==> src/crpi_mul.sv <==
// Shared signed multiplier with a registered product.
module crpi_mul #(
	parameter int A_W = 21,
	parameter int B_W = 18
) (
	input  logic                      clk,
	input  logic signed [A_W-1:0]     a,
	input  logic signed [B_W-1:0]     b,
	output logic signed [A_W+B_W-1:0] prod
);

	logic signed [A_W+B_W-1:0] prod_s1;

	// register every product
	always_ff @(posedge clk) begin
		prod_s1 <= a * b;
	end

	assign prod = prod_s1;

endmodule

==> config.mk <==
export PLATFORM = sky130hd
export DESIGN_NAME = crpi_mul
export DESIGN_NICKNAME = d
export VERILOG_FILES = /design/src/crpi_mul.sv
export SDC_FILE = /design/constraint.sdc
export NUM_CORES = 1
export LEC_CHECK = 0
export BUFFER_PORTS_ARGS = -buffer_cell sky130_fd_sc_hd__buf_2
export CAP_MARGIN = 40
export CORE_MARGIN = 4
export CORE_UTILIZATION = 60
export DETAILED_ROUTE_END_ITERATION = 10
export PLACE_DENSITY = 0.86
export SLEW_MARGIN = 20
export SYNTH_ARGS = -nofsm -noshare
export SYNTH_HDL_FRONTEND = slang
export SYNTH_SLANG_ARGS = --single-unit
==> constraint.sdc <==
create_clock -name clk -period 6.5 [get_ports clk]
set_clock_uncertainty 0.1 [all_clocks]
set_input_delay 0 -clock clk [delete_from_list [all_inputs] [get_ports clk]]
set_output_delay 0 -clock clk [all_outputs]
set_load 0.01 [all_outputs]
==> flow_summary.toml <==
[outcome]
status = "finished clean"

[sta]
relSlewSlack_pct = 60.7
fmax_ghz = 0.163
setup_viol_count_final = 0
drv_slew = 0
worst_pin_slew_ps = 582
setup_tns_ps = 0
fin_crit_sh_pct = 94.4
rsz0062_at_grt = "no"
min_period_ps = 6140
hold_viol = 0
holdWs_ps = 59.3

[detailed_routing]
vias = 10642
drc_errors = 0
detail-route-antenna-nets = 0
via_per_inst = 5.47
drtIter0Drc = 858
wl_mm = 33.3
routedWlPerCell_um = 17.1
dr.pass1.iters = 5

[worst_setup_path]
crit_path_max_fanout = 21
crit_type = "in2reg"
cp-start-kind = "primary input"
endpoint_kind = "register"
cp_data_arrival_time_ps = 6210
worstSetupStartpoint = "b[3]"
required_ps = 6570

[clocking]
cts_setup_buffers = 0
clk_pin_slew_ps = 60
clock_path_buffers = 2
cts_tree = "yes"
cts.sink_count = 39
cts_root_buffer = "clkbuf_16"
h-tree-depth = 2
postCtsHoldBufs = 0
cts_resized = 0
cts_buffers = 5

[placement]
gp_congestion = 0.923
io_buffers = 78
dp_hpwl_mm = 28.3

[run]
drv_cap = 0

[logic_synthesis]
synth_mux_area_share_pct = 0.0772
yosys_warnings = 0
synth-edff-count = 0
synth_most_common_cell = "inv_1"
synthSimpleGateAreaFrac_pct = 15.2
postSynthCellCount = 1597
synth_compound_area_share_pct = 3.88
synth_commonest_cells = "inv_1, fa_1, nand2_1, and2_1, ha_1"
synth_cell_type_count = 50
synth_area_leaders = "fa_1, inv_1, ha_1"
synth_largest_area_cell = "fa_1"
synth-adder-area-share_pct = 60.3
yosysSeqAreaShare_pct = 5.36
synth_area_um2 = 14600
syn_nets = 2113
synth_top_family_by_area = "adder cells"
async_flop_share_pct = 0
avgSynthCellArea_um2 = 9.13
yosys_register_bits = 39
synth_top_area_share_pct = 51.8
synth-xor-area-share_pct = 2.22
synth_top_flop_cell = "dfxtp_1"

[finish]
nets = 2142
largest_reg_flops = 39
syn2layout_area_growth_pct = 5.16
drive_gt1_share_pct = 6.15

[floorplan]
die_y_um = 164
io_pins = 79
initial_core_util_pct = 61.6
die_w_um = 164
coreArea_um2 = 23700
die_area_um2 = 26900
rows = 56

[global_route]
grt_start_max_net_pins = 23
antenna_found_initial = 0
overflow = 0
grt_pass1_vias = 11794
grt_pass1_wl_mm = 56.3
grt_use_total_pct = 26.6

[worst_hold_path]
min_path_type = "in2reg"
min_from = "a[0]"
## final cells by class
class	instances	area, um^2
fill	1876	8350
timing repair buffer	86	450
tap	319	399
clock buffer	6	129
sequential	39	781
inverter	439	1650
antenna	1	2.50
clock inverter	2	12.5
multi-input combinational	1055	11900
## layer usage
layer | wire length (um) | part of all wire [%] | GRT usage [%]
met5 | 0 | 0 | 0
met4 | 1830 | 5.5 | 12.6
met3 | 2150 | 6.5 | 3.14
met2 | 18200 | 55 | 48.9
met1 | 11100 | 33 | 30.9
## path summary, 6_finish.rpt
path | slack, ps | cells after the start | endpoint
worst min-delay path | 60 | 2 | prod[0]$_DFF_P_
worst max-delay path | 360 | 22 | prod[37]$_DFF_P_
## cells in the final DEF, fill, tap and decap left out, types with 5 or more instances in the layout
| master | netlist | routed |
|---|---|---|
| ha_1 | 99 | 99 |
| nand3_1 | 6 | 6 |
| fa_1 | 377 | 377 |
| xor2_1 | 10 | 10 |
| nor2_1 | 19 | 19 |
| nand2b_1 | 8 | 8 |
| clkbuf_16 | 0 | 5 |
| nand2_1 | 236 | 236 |
| buf_4 | 0 | 8 |
| dfxtp_1 | 39 | 39 |
| a21oi_1 | 31 | 31 |
| a21o_1 | 9 | 9 |
| o21ai_0 | 8 | 8 |
| inv_1 | 439 | 439 |
| xnor2_1 | 27 | 27 |
| o31ai_1 | 5 | 5 |
| and2_1 | 140 | 140 |
| nor2b_1 | 18 | 18 |
| buf_2 | 1 | 78 |
## critical path: stages
cell	delay (ps)
buf_2	350
nand2_1	170
inv_1	150
fa_1	450
fa_1	540
inv_1	50
fa_1	490
inv_1	50
fa_1	490
fa_1	500
inv_1	50
fa_1	470
inv_1	40
ha_1	340
o21ai_0	250
a21oi_1	70
or2_2	310
o41ai_1	560
a2111o_1	230
nand3b_1	130
a311o_1	350
xor2_1	140
## metrics by stage
stage | cell area (um^2) | worst slack, ps | utilization [%] | std cells
2_1_floorplan | 14600 | 635 | - | 1597
3_3_place_gp | 15200 | 360 | 64.1 | 1938
3_5_place_dp | 15200 | 145 | 64.1 | 1938
4_1_cts | 15300 | 419 | 64.7 | 1946
5_1_grt | 15300 | 64.2 | 64.7 | 1946
6_report | 15300 | 365 | 64.7 | 1947
## logic make-up after synthesis
| family | after synthesis |
|---|---|
| AOI/OAI and AO/OA | 85 |
| xor gates and xnor gates | 37 |
| adders and majority gates | 476 |
| buffers and inverters | 503 |
| DFF | 39 |
| muxes | 1 |
| and+or+nand+nor | 456 |
Power is left out: the tool's default activity adds up to more than one toggle a clock period on the data nets, which glitch-free logic cannot reach.
